`config.mk`:
```
export PLATFORM = sky130hd
export DESIGN_NAME = spectral_denoise_gain
export DESIGN_NICKNAME = d
export VERILOG_FILES = /design/src/rtl/sdg_pkg.sv /design/src/rtl/spectral_denoise_gain.sv /design/src/rtl/sdg_front.sv /design/src/rtl/sdg_div_stage.sv
export SDC_FILE = /design/constraint.sdc
export NUM_CORES = 2
export LEC_CHECK = 0
export BUFFER_PORTS_ARGS = -buffer_cell sky130_fd_sc_hd__buf_4
export CORE_AREA = 2 2 356 358
export CTS_CLUSTER_DIAMETER = 40
export DETAILED_ROUTE_END_ITERATION = 16
export DIE_AREA = 0 0 358 360
export PLACE_DENSITY = 0.68
export SYNTH_ARGS = -nofsm -noshare
export SYNTH_HDL_FRONTEND = slang
export SYNTH_SLANG_ARGS = --single-unit
export TNS_END_PERCENT = 100
```
`constraint.sdc`:
```
create_clock -name aclk -period 20 [get_ports aclk]
set_clock_uncertainty 0.2 [all_clocks]
set_input_delay 1 -clock aclk [delete_from_list [all_inputs] [get_ports aclk]]
set_output_delay 1 -clock aclk [all_outputs]
set_load 0.05 [all_outputs]
```
`src/rtl/sdg_pkg.sv`:
```
// shared constants for the spectral denoise gain block
package sdg_pkg;

    localparam int AMP_BITS_DEFAULT = 16;
    localparam int CFG_DATA_BITS    = 16;
    localparam int CFG_INDEX_BITS   = 2;
    localparam int OUT_FIELD_BITS   = 16;

    // register indexes on the configuration port
    localparam logic [CFG_INDEX_BITS-1:0] REG_FOOTPRINT_MODE = 2'd0;
    localparam logic [CFG_INDEX_BITS-1:0] REG_NOISE_OFFSET   = 2'd1;

    // noise estimate source
    localparam logic [1:0] MODE_MAIN = 2'd0;
    localparam logic [1:0] MODE_SIDE = 2'd1;
    localparam logic [1:0] MODE_AVG  = 2'd2;

endpackage

```
`src/rtl/spectral_denoise_gain.sv`:
```
// top level: out = min(main, main*main/(c+offset)), one item per cycle while the output is not stalled
// pipeline: front stage, AMP_BITS divider stages, output register
// throughput: one item per cycle unless the output stalls; the divider retires one quotient bit per stage
// each stage holds while its successor is full and stalled, bubbles close up
// reset (aresetn low, synchronous) empties the pipeline, mode to main, offset to 1
module spectral_denoise_gain
    import sdg_pkg::*;
#(
    parameter int AMP_BITS = AMP_BITS_DEFAULT
) (
    input  logic                      aclk,
    input  logic                      aresetn,
    input  logic                      s_valid,
    output logic                      s_ready,
    input  logic [AMP_BITS-1:0]       s_main_amp,
    input  logic [AMP_BITS-1:0]       s_side_amp,
    output logic                      m_valid,
    input  logic                      m_ready,
    output logic [AMP_BITS-1:0]       m_out_amp,
    input  logic                      cfg_valid,
    output logic                      cfg_ready,
    input  logic [CFG_INDEX_BITS-1:0] cfg_index,
    input  logic [CFG_DATA_BITS-1:0]  cfg_data
);

    localparam int OFS_BITS = (AMP_BITS < CFG_DATA_BITS) ? AMP_BITS : CFG_DATA_BITS;
    localparam int OUT_BITS = (AMP_BITS < OUT_FIELD_BITS) ? AMP_BITS : OUT_FIELD_BITS;

    logic [1:0]            mode_reg;
    logic [AMP_BITS-1:0]   offset_reg, offset_next;
    logic [OFS_BITS-1:0]   ofs_wr;

    logic                  valid_w [0:AMP_BITS];
    logic                  ready_w [0:AMP_BITS];
    logic [AMP_BITS+1:0]   rem_w   [0:AMP_BITS];
    logic [AMP_BITS-1:0]   low_w   [0:AMP_BITS];
    logic [AMP_BITS+1:0]   den_w   [0:AMP_BITS];
    logic [AMP_BITS-1:0]   main_w  [0:AMP_BITS];
    logic                  sat_w   [0:AMP_BITS];

    logic                  out_valid_reg;
    logic [AMP_BITS-1:0]   out_amp_reg, out_amp_next;
    logic                  out_ready;

    assign cfg_ready = 1'b1;

    // a written offset of zero counts as one so the divisor never vanishes
    always_comb begin
        ofs_wr      = cfg_data[OFS_BITS-1:0];
        offset_next = (ofs_wr == '0) ? AMP_BITS'(1) : AMP_BITS'(ofs_wr);
    end

    always_ff @(posedge aclk) begin
        if (!aresetn) begin
            mode_reg   <= MODE_MAIN;
            offset_reg <= AMP_BITS'(1);
        end else if (cfg_valid && cfg_ready) begin
            unique case (cfg_index)
                REG_FOOTPRINT_MODE: mode_reg   <= cfg_data[1:0];
                REG_NOISE_OFFSET:   offset_reg <= offset_next;
                default:            ;
            endcase
        end
    end

    sdg_front #(
        .AMP_BITS (AMP_BITS)
    ) u_front (
        .aclk      (aclk),
        .aresetn   (aresetn),
        .in_valid  (s_valid),
        .in_ready  (s_ready),
        .main_amp  (s_main_amp),
        .side_amp  (s_side_amp),
        .mode      (mode_reg),
        .offset    (offset_reg),
        .out_valid (valid_w[0]),
        .out_ready (ready_w[0]),
        .rem       (rem_w[0]),
        .low       (low_w[0]),
        .den       (den_w[0]),
        .main_out  (main_w[0]),
        .sat       (sat_w[0])
    );

    for (genvar i = 0; i < AMP_BITS; i++) begin : g_div
        sdg_div_stage #(
            .AMP_BITS (AMP_BITS)
        ) u_stage (
            .aclk      (aclk),
            .aresetn   (aresetn),
            .in_valid  (valid_w[i]),
            .in_ready  (ready_w[i]),
            .rem_in    (rem_w[i]),
            .low_in    (low_w[i]),
            .den_in    (den_w[i]),
            .main_in   (main_w[i]),
            .sat_in    (sat_w[i]),
            .out_valid (valid_w[i+1]),
            .out_ready (ready_w[i+1]),
            .rem_out   (rem_w[i+1]),
            .low_out   (low_w[i+1]),
            .den_out   (den_w[i+1]),
            .main_out  (main_w[i+1]),
            .sat_out   (sat_w[i+1])
        );
    end

    // final remainder is not needed
    assign out_ready       = !out_valid_reg || m_ready;
    assign ready_w[AMP_BITS] = out_ready;

    always_comb begin
        out_amp_next = sat_w[AMP_BITS] ? main_w[AMP_BITS] : low_w[AMP_BITS];
    end

    always_ff @(posedge aclk) begin
        if (!aresetn) begin
            out_valid_reg <= 1'b0;
        end else if (out_ready) begin
            out_valid_reg <= valid_w[AMP_BITS];
        end
    end

    always_ff @(posedge aclk) begin
        if (out_ready) begin
            out_amp_reg <= out_amp_next;
        end
    end

    assign m_valid   = out_valid_reg;
    assign m_out_amp = AMP_BITS'(out_amp_reg[OUT_BITS-1:0]);

endmodule

```
`src/rtl/sdg_front.sv`:
```
// front stage: noise estimate, divisor, saturation check and squaring of the main amplitude
module sdg_front
    import sdg_pkg::*;
#(
    parameter int AMP_BITS = AMP_BITS_DEFAULT
) (
    input  logic                  aclk,
    input  logic                  aresetn,
    input  logic                  in_valid,
    output logic                  in_ready,
    input  logic [AMP_BITS-1:0]   main_amp,
    input  logic [AMP_BITS-1:0]   side_amp,
    input  logic [1:0]            mode,
    input  logic [AMP_BITS-1:0]   offset,
    output logic                  out_valid,
    input  logic                  out_ready,
    output logic [AMP_BITS+1:0]   rem,
    output logic [AMP_BITS-1:0]   low,
    output logic [AMP_BITS+1:0]   den,
    output logic [AMP_BITS-1:0]   main_out,
    output logic                  sat
);

    logic                  valid_reg;
    logic [AMP_BITS+1:0]   rem_reg, rem_next;
    logic [AMP_BITS-1:0]   low_reg, low_next;
    logic [AMP_BITS+1:0]   den_reg, den_next;
    logic [AMP_BITS-1:0]   main_reg;
    logic                  sat_reg, sat_next;

    logic [AMP_BITS-1:0]   lim;
    logic [AMP_BITS-1:0]   est;
    logic [2*AMP_BITS-1:0] sq;
    logic [2*AMP_BITS:0]   num;

    assign in_ready = !valid_reg || out_ready;

    always_comb begin
        sq  = main_amp * main_amp;
        lim = (main_amp > offset) ? (main_amp - offset) : '0;
        est = (side_amp > lim) ? side_amp : lim;
        unique case (mode)
            MODE_AVG: begin
                // twice (c + offset), so the half of the mean is never rounded
                den_next = (AMP_BITS+2)'(main_amp) + (AMP_BITS+2)'(side_amp)
                         + (AMP_BITS+2)'({offset, 1'b0});
                sat_next = (AMP_BITS+2)'({main_amp, 1'b0}) >= den_next;
                num      = {sq, 1'b0};
            end
            MODE_SIDE: begin
                den_next = (AMP_BITS+2)'(est) + (AMP_BITS+2)'(offset);
                sat_next = (AMP_BITS+2)'(main_amp) >= den_next;
                num      = {1'b0, sq};
            end
            default: begin
                den_next = (AMP_BITS+2)'(main_amp) + (AMP_BITS+2)'(offset);
                sat_next = (AMP_BITS+2)'(main_amp) >= den_next;
                num      = {1'b0, sq};
            end
        endcase
        rem_next = (AMP_BITS+2)'(num[2*AMP_BITS:AMP_BITS]);
        low_next = num[AMP_BITS-1:0];
    end

    always_ff @(posedge aclk) begin
        if (!aresetn) begin
            valid_reg <= 1'b0;
        end else if (in_ready) begin
            valid_reg <= in_valid;
        end
    end

    always_ff @(posedge aclk) begin
        if (in_ready) begin
            rem_reg  <= rem_next;
            low_reg  <= low_next;
            den_reg  <= den_next;
            main_reg <= main_amp;
            sat_reg  <= sat_next;
        end
    end

    assign out_valid = valid_reg;
    assign rem       = rem_reg;
    assign low       = low_reg;
    assign den       = den_reg;
    assign main_out  = main_reg;
    assign sat       = sat_reg;

endmodule

```
`src/rtl/sdg_div_stage.sv`:
```
// one restoring division step: one quotient bit per stage
module sdg_div_stage
    import sdg_pkg::*;
#(
    parameter int AMP_BITS = AMP_BITS_DEFAULT
) (
    input  logic                  aclk,
    input  logic                  aresetn,
    input  logic                  in_valid,
    output logic                  in_ready,
    input  logic [AMP_BITS+1:0]   rem_in,
    input  logic [AMP_BITS-1:0]   low_in,
    input  logic [AMP_BITS+1:0]   den_in,
    input  logic [AMP_BITS-1:0]   main_in,
    input  logic                  sat_in,
    output logic                  out_valid,
    input  logic                  out_ready,
    output logic [AMP_BITS+1:0]   rem_out,
    output logic [AMP_BITS-1:0]   low_out,
    output logic [AMP_BITS+1:0]   den_out,
    output logic [AMP_BITS-1:0]   main_out,
    output logic                  sat_out
);

    logic                  valid_reg;
    logic [AMP_BITS+1:0]   rem_reg, rem_next;
    logic [AMP_BITS-1:0]   low_reg, low_next;
    logic [AMP_BITS+1:0]   den_reg;
    logic [AMP_BITS-1:0]   main_reg;
    logic                  sat_reg;

    logic [AMP_BITS+2:0]   trial;
    logic [AMP_BITS+2:0]   diff;
    logic                  ge;

    assign in_ready = !valid_reg || out_ready;

    // low word shifts out dividend bits at the top and takes quotient bits at the bottom
    always_comb begin
        trial    = {rem_in, low_in[AMP_BITS-1]};
        diff     = trial - {1'b0, den_in};
        ge       = trial >= {1'b0, den_in};
        rem_next = ge ? diff[AMP_BITS+1:0] : trial[AMP_BITS+1:0];
        low_next = {low_in[AMP_BITS-2:0], ge};
    end

    always_ff @(posedge aclk) begin
        if (!aresetn) begin
            valid_reg <= 1'b0;
        end else if (in_ready) begin
            valid_reg <= in_valid;
        end
    end

    always_ff @(posedge aclk) begin
        if (in_ready) begin
            rem_reg  <= rem_next;
            low_reg  <= low_next;
            den_reg  <= den_in;
            main_reg <= main_in;
            sat_reg  <= sat_in;
        end
    end

    assign out_valid = valid_reg;
    assign rem_out   = rem_reg;
    assign low_out   = low_reg;
    assign den_out   = den_reg;
    assign main_out  = main_reg;
    assign sat_out   = sat_reg;

endmodule

```
# Yosys cells after proc, flatten, opt, wreduce, memory -nomap -nowiden
# Cells that the tools add are included.
dict set report word_totals {
  regBits 1188
  in_bits 55
  wordCells 213
}
dict set report op_classes {
  multipliers 1
  n_reduce_logical 40
  n_addsub 20
  eq_ne 3
  mux 22
  n_lt_le_gt_ge 21
}
# op count
set op_table {}
lappend op_table {{greater-or-equal comparator 19 x 18 -> 1 bit} 15}
lappend op_table {{2-to-1 mux 18 bit} 15}
lappend op_table {{subtractor 18 bit} 15}
lappend op_table {{2-to-1 mux 16 bit} 4}
lappend op_table {{adder 16 x 16 -> 17 bit} 3}
lappend op_table {{greater-or-equal comparator 16 x 18 -> 1 bit} 2}
lappend op_table {{one-hot mux 18 bit (2 select lines)} 1}
lappend op_table {{greater-than comparator 16 bit} 2}
lappend op_table {{multiplier 16 x 16 -> 32 bit} 1}
lappend op_table {{2-to-1 mux 32 bit} 1}
lappend op_table {{adder 18 x 17 -> 18 bit} 1}
lappend op_table {{greater-or-equal comparator 17 x 18 -> 1 bit} 1}
lappend op_table {{greater-or-equal comparator 18 bit} 1}
lappend op_table {{logical NOT 1 bit} 18}
lappend op_table {{logical OR 1 bit} 18}
lappend op_table {{logical NOT 16 bit} 1}
lappend op_table {{subtractor 16 bit} 1}
lappend op_table {{== test 2 x 1 -> 1 bit (second input constant)} 2}
lappend op_table {{AND reduction 2 bit} 2}
lappend op_table {{== test 2 bit (second input constant)} 1}
lappend op_table {{logical NOT 2 bit} 1}
lappend op_table {{one-hot mux 1 bit (2 select lines)} 1}

# Longest topological paths before layout
dict set report logic_depth {
  ltp_word 19
  ltp_mapped 43
  mapped_depth_nobuf 42
}

# Modules after synthesis
# From an unflattened synthesis, not the netlist that was laid out.
dict set report unflattened {
  cells_unflattened 5876
  area_unflattened_um2 71790.1
}
# module cells_per_inst area_per_inst_um2 instances
set modules_own_cells {}
lappend modules_own_cells {{sdg_div_stage (g_div[0].u_stage ...)} 260 3464.6 14}
lappend modules_own_cells {sdg_front 1605 14914.3 1}
lappend modules_own_cells {{sdg_div_stage (g_div[1].u_stage)} 260 3519.6 1}
lappend modules_own_cells {{sdg_div_stage (g_div[2].u_stage)} 248 3397.0 1}
lappend modules_own_cells {spectral_denoise_gain 123 1455.1 1}

# Least setup slack after synthesis
# OpenSTA, ideal clock, no wires.
dict set report synth_path {
  path_type {input to register}
  start {input s_main_amp[0]}
  end {register u_front.sat_reg (netlist: u_front.sat), data pin}
  t_arrival_ns 7.959
  required_time_ns 19.536
  stages 41
  path_buffers 3
  setup_slack_ns 11.576
  cell_sequence {clkbuf_1 > clkinv_1 > ha_1 > inv_1 > fa_1 > a21o_1 > a21o_1 > a21oi_1 > o21ai_1 > o211ai_1 > o31ai_1 > o41ai_1 > nor2_1 > clkbuf_1 > nand2_1 > ha_1 > a21oi_1 > nor2b_1 > (+5 left out) > o21ai_1 > clkbuf_1 > mux2i_1 > ha_1 > and3_1 > nand4_1 > nand4b_1 > a21o_1 > a21oi_1 > o21a_1 > xnor2_1 > ha_1 > and4_1 > a21oi_1 > o211a_1 > o21ai_0 > nand3_1 > o211ai_1}
}
dict set report synth_via {
  elab_chain_len 7
  elab_cells_between_ends 13
  classes_between {add/sub: 5; order compare: 5; mux: 3}
}
# element line
set synth_lines {}
lappend synth_lines {{from (decl)} spectral_denoise_gain.sv:15} ;# input logic [AMP_BITS-1:0] s_main_amp,
lappend synth_lines {{subtractor 16 bit / greater-than comparator 16 bit (equally long branches)} sdg_front.sv:40} ;# lim = (main_amp > offset) ? (main_amp - offset) : '0;
lappend synth_lines {{2-to-1 mux 16 bit} sdg_front.sv:40}
lappend synth_lines {{greater-than comparator 16 bit} sdg_front.sv:41} ;# est = (side_amp > lim) ? side_amp : lim;
lappend synth_lines {{2-to-1 mux 16 bit} sdg_front.sv:41}
lappend synth_lines {{adder 16 x 16 -> 17 bit} sdg_front.sv:51} ;# den_next = (AMP_BITS+2)'(est) + (AMP_BITS+2)'(offset);
lappend synth_lines {{greater-or-equal comparator 16 x 18 -> 1 bit} sdg_front.sv:52} ;# sat_next = (AMP_BITS+2)'(main_amp) >= den_next;
lappend synth_lines {{one-hot mux 1 bit (2 select lines) (*)} sdg_front.sv:42} ;# unique case (mode)
lappend synth_lines {{net u_front.sat_next} sdg_front.sv:29} ;# logic sat_reg, sat_next;
lappend synth_lines {{to (signal assigned)} sdg_front.sv:79} ;# sat_reg <= sat_next;
lappend synth_lines {{to (decl)} sdg_front.sv:29}
# Mark *: on every way through the listed nets, which the timed path passes. The rest lies on a longest branch.
# A chain may end at the register's enable or synchronous reset.

# Worst setup path in the final report
# Same ends and word-level chain as after synthesis.

==> impl_metrics.toml <==
[synth]
ys_types = 80
synth.cell_area_sq_mm = 0.0647
syn_nets = 5943
ys_seq_area_share_pct = 54.6
async_reset_ff_share_pct = 0
yosys_register_bits = 1188
synth_enable_flop_cells = 1152
syn_avg_cell_area_sq_um = 12.5
ys_dominant_reg_cell = "edfxtp_1"
yosys_warnings = 0
syn-instance-count = 5173

[floorplanning]
core-area_sq_mm = 0.125
initial_utilization_pct = 51.8
die_wd_microns = 358
die_h_microns = 360
io_pins = 74
design.die.area_sq_mm = 0.129
floorplan.rows = 130

[min_path]
worstHoldPathCells = 0
worst_hold_path_type = "reg -> reg"
worst_min_delay_path_startpoint = "g_div[1].u_stage.sat_out$_DFFE_PP_"

[sta]
period_minus_slack_ns = 9.10
max_freq_ghz = 0.110
slew_viol_final = 0
rsz0062_at_grt = "false"
maxSlewHeadroom_pct = 16.9
total_setup_violations_reported_at_the_end_of_the_flow = 0
timing_hold_violations_final = 0
timing_worst_slew_pin_value_ns = 1.24
final.period_utilization_pct = 45.5
final_critical_path_setup_slack_ns = 10.90
fin_setup_tns_ns = 0

[clock_network]
clock_path_buffers = 3
cts.sink_count = 1188
cts_setup_buffers = 0
clk_pin_slew_ns = 0.06
cts-htree-levels = 4
clock_tree_from_tritoncts = "built"
post_cts.resized_instances = 0
ctsRootBufferMaster = "clkbuf_16"
clk-insertion-delay-late_ns = 0.77
ctsHoldBuffers = 0
cts_buf_count = 155

[routing]
viasPerCell = 5.44
final_antenna_net_count = 0
totalWireLength_mm = 133
routed-via-count = 38700
drt_drc_violations_left = 0
drc_violation_total_after_the_first_tritonroute_iteration = 2190
wl_per_cell_microns = 18.7
detailedRoute.firstPassIterationCount = 7

[global_routing]
global_route.overflow_total = 0
grt_start_max_net_pins = 71
grt_pass1_wl_mm = 214
grt_pass1_vias = 40400
antenna_found_initial = 0
grtUsageTotal_pct = 21.2

[setup_path]
crit_path_max_incr_delay_ns = 0.54
cp_data_arrival_time_ns = 9.38
path_max_fanout = 19
critPathTopFamily = "compound AO/OA/AOI/OAI gates"
cp.buffers_inverters = 6
critical_path_class = "in -> reg"
critical_path_capture_point_type = "flop"
crit_path_start_kind = "input port"
critical_path_depth = 44
timing.critical_path.mode_cell = "ha_1"
r2r-start = "offset_reg[0]$_SDFFE_PN1P_"
critPathSlowestCell = "o41ai_1"
rr_worst_depth = 42
startpoint = "s_main_amp[0]"
crit_required_ns = 20.27

[layout]
mostFrequentLayoutCell = "edfxtp_1"
fillerInstances = 9953
design.final.nets = 6108
most-common-layout-cells = "edfxtp_1, inv_1, ha_1"
layout-drive-gt1-share_pct = 10.1
area_delta_synth_final_pct = 12.2

[placed_design]
gpl.final_weighted_congestion = 0.939
preCtsSetupSlack_ns = 10.15
hpwlAfterDp_mm = 100
placement.io_buffers = 72

[pwr]
static_leak_nw = 30.6
worst_ir_drop_vdd_v = 0.000177
pwr_density_cell_mw_per_mm2 = 178

[flow_run]
maxCapViolCount = 0

[status]
status = "finished, final reports clean"
## per-layer routing
metal	vias up	part of all wire (%)	GRT usage [%]	wire length (microns)
met3	273	3.8	3.42	5020
met5	-	0	0	0
li1	18900	-	-	-
met2	733	53	38.9	69900
met1	18800	40	24.2	52600
met4	0	4.2	9.25	5560
## kinds of logic (layout without fill, tap and decap cells)
| family | after synthesis | in the layout | share of synthesized area [%] |
|---|---|---|---|
| buffers and inverters | 742 | 1037 | 4.35 |
| flip-flops | 1188 | 1188 | 54.6 |
| adder cells (fa/ha/maj) | 715 | 715 | 16.0 |
| XOR/XNOR | 300 | 300 | 4.06 |
| multiplexers | 205 | 205 | 3.48 |
| AND/OR/NAND/NOR | 1053 | 1053 | 8.00 |
| other | 1 | 3 | 0.00579 |
| AO/OA/AOI/OAI | 969 | 969 | 9.60 |
## cells in the mapped netlist, drive strengths merged, types with 11 or more instances
master | count | area share (%)
a211o | 16 | 0.22
a211oi | 23 | 0.27
a21boi | 46 | 0.53
a21o | 112 | 1.3
a21oi | 280 | 2.2
a31oi | 25 | 0.24
and2 | 69 | 0.67
and3 | 37 | 0.36
and4 | 11 | 0.15
buf | 22 | 0.17
clkbuf | 67 | 0.39
dfxtp | 36 | 1.1
edfxtp | 1152 | 53
fa | 184 | 5.7
ha | 531 | 10
inv | 650 | 3.8
mux2 | 160 | 2.8
mux2i | 45 | 0.70
nand2 | 309 | 1.8
nand2b | 45 | 0.43
nand3 | 48 | 0.37
nand4 | 55 | 0.53
nor2 | 239 | 1.4
nor2b | 78 | 0.75
nor3 | 65 | 0.50
nor4 | 16 | 0.15
o211ai | 12 | 0.14
o21a | 57 | 0.66
o21ai | 221 | 1.7
o21bai | 48 | 0.56
o31ai | 14 | 0.16
o41ai | 11 | 0.15
or2 | 26 | 0.25
or3 | 23 | 0.22
xnor2 | 184 | 2.5
xor2 | 116 | 1.6
## power breakdown
part / internal, mW / switching [mW] / total, mW / leakage (nW)
registers: 3.80 / 0.323 / 4.12 / 12.4
logic: 2.59 / 3.39 / 5.98 / 15.5
clock network: 1.70 / 1.10 / 2.80 / 2.59
total: 8.09 / 4.81 / 12.9 / 30.6
## layout make-up
| cell class | instances | area (sq um) | share of cell area (%) |
|---|---|---|---|
| inverters | 653 | 2450 | 3.37 |
| multi-input cells | 3243 | 26700 | 36.7 |
| flip-flops and latches | 1188 | 35300 | 48.6 |
| clock inverters | 101 | 1290 | 1.78 |
| repair buffers | 97 | 728 | 1.00 |
| well taps | 1650 | 2060 | 2.84 |
| clock buffers | 186 | 4090 | 5.63 |
| diodes | 2 | 5.00 | 0.00689 |
## path summary, 6_finish.rpt
path	end	slack (ns)
worst min-delay path	g_div[2].u_stage.sat_out$_DFFE_PP_	0.19
worst max-delay path	u_front.sat$_DFFE_PP_	10.90
worst min register to register	g_div[2].u_stage.sat_out$_DFFE_PP_	0.19
worst max register to register	u_front.sat$_DFFE_PP_	11.13
## metrics by stage
| stage | util [%] | instances | total power, mW | hold slack (ns) | cell area, sq um |
|---|---|---|---|---|---|
| 6_report | 58.1 | 7120 | 12.9 | 0.190 | 72600 |
| 3_3_place_gp | 53.8 | 6831 | 9.95 | 0.200 | 67200 |
| 2_1_floorplan | - | 5173 | 8.49 | 0.200 | 64700 |
| 4_1_cts | 58.1 | 7118 | 13.0 | 0.179 | 72600 |
| 5_1_grt | 58.1 | 7118 | 13.8 | 0.188 | 72600 |
| 3_5_place_dp | 53.8 | 6831 | 10.1 | 0.205 | 67200 |
No activity file was read; power rests on OpenSTA's default activity.
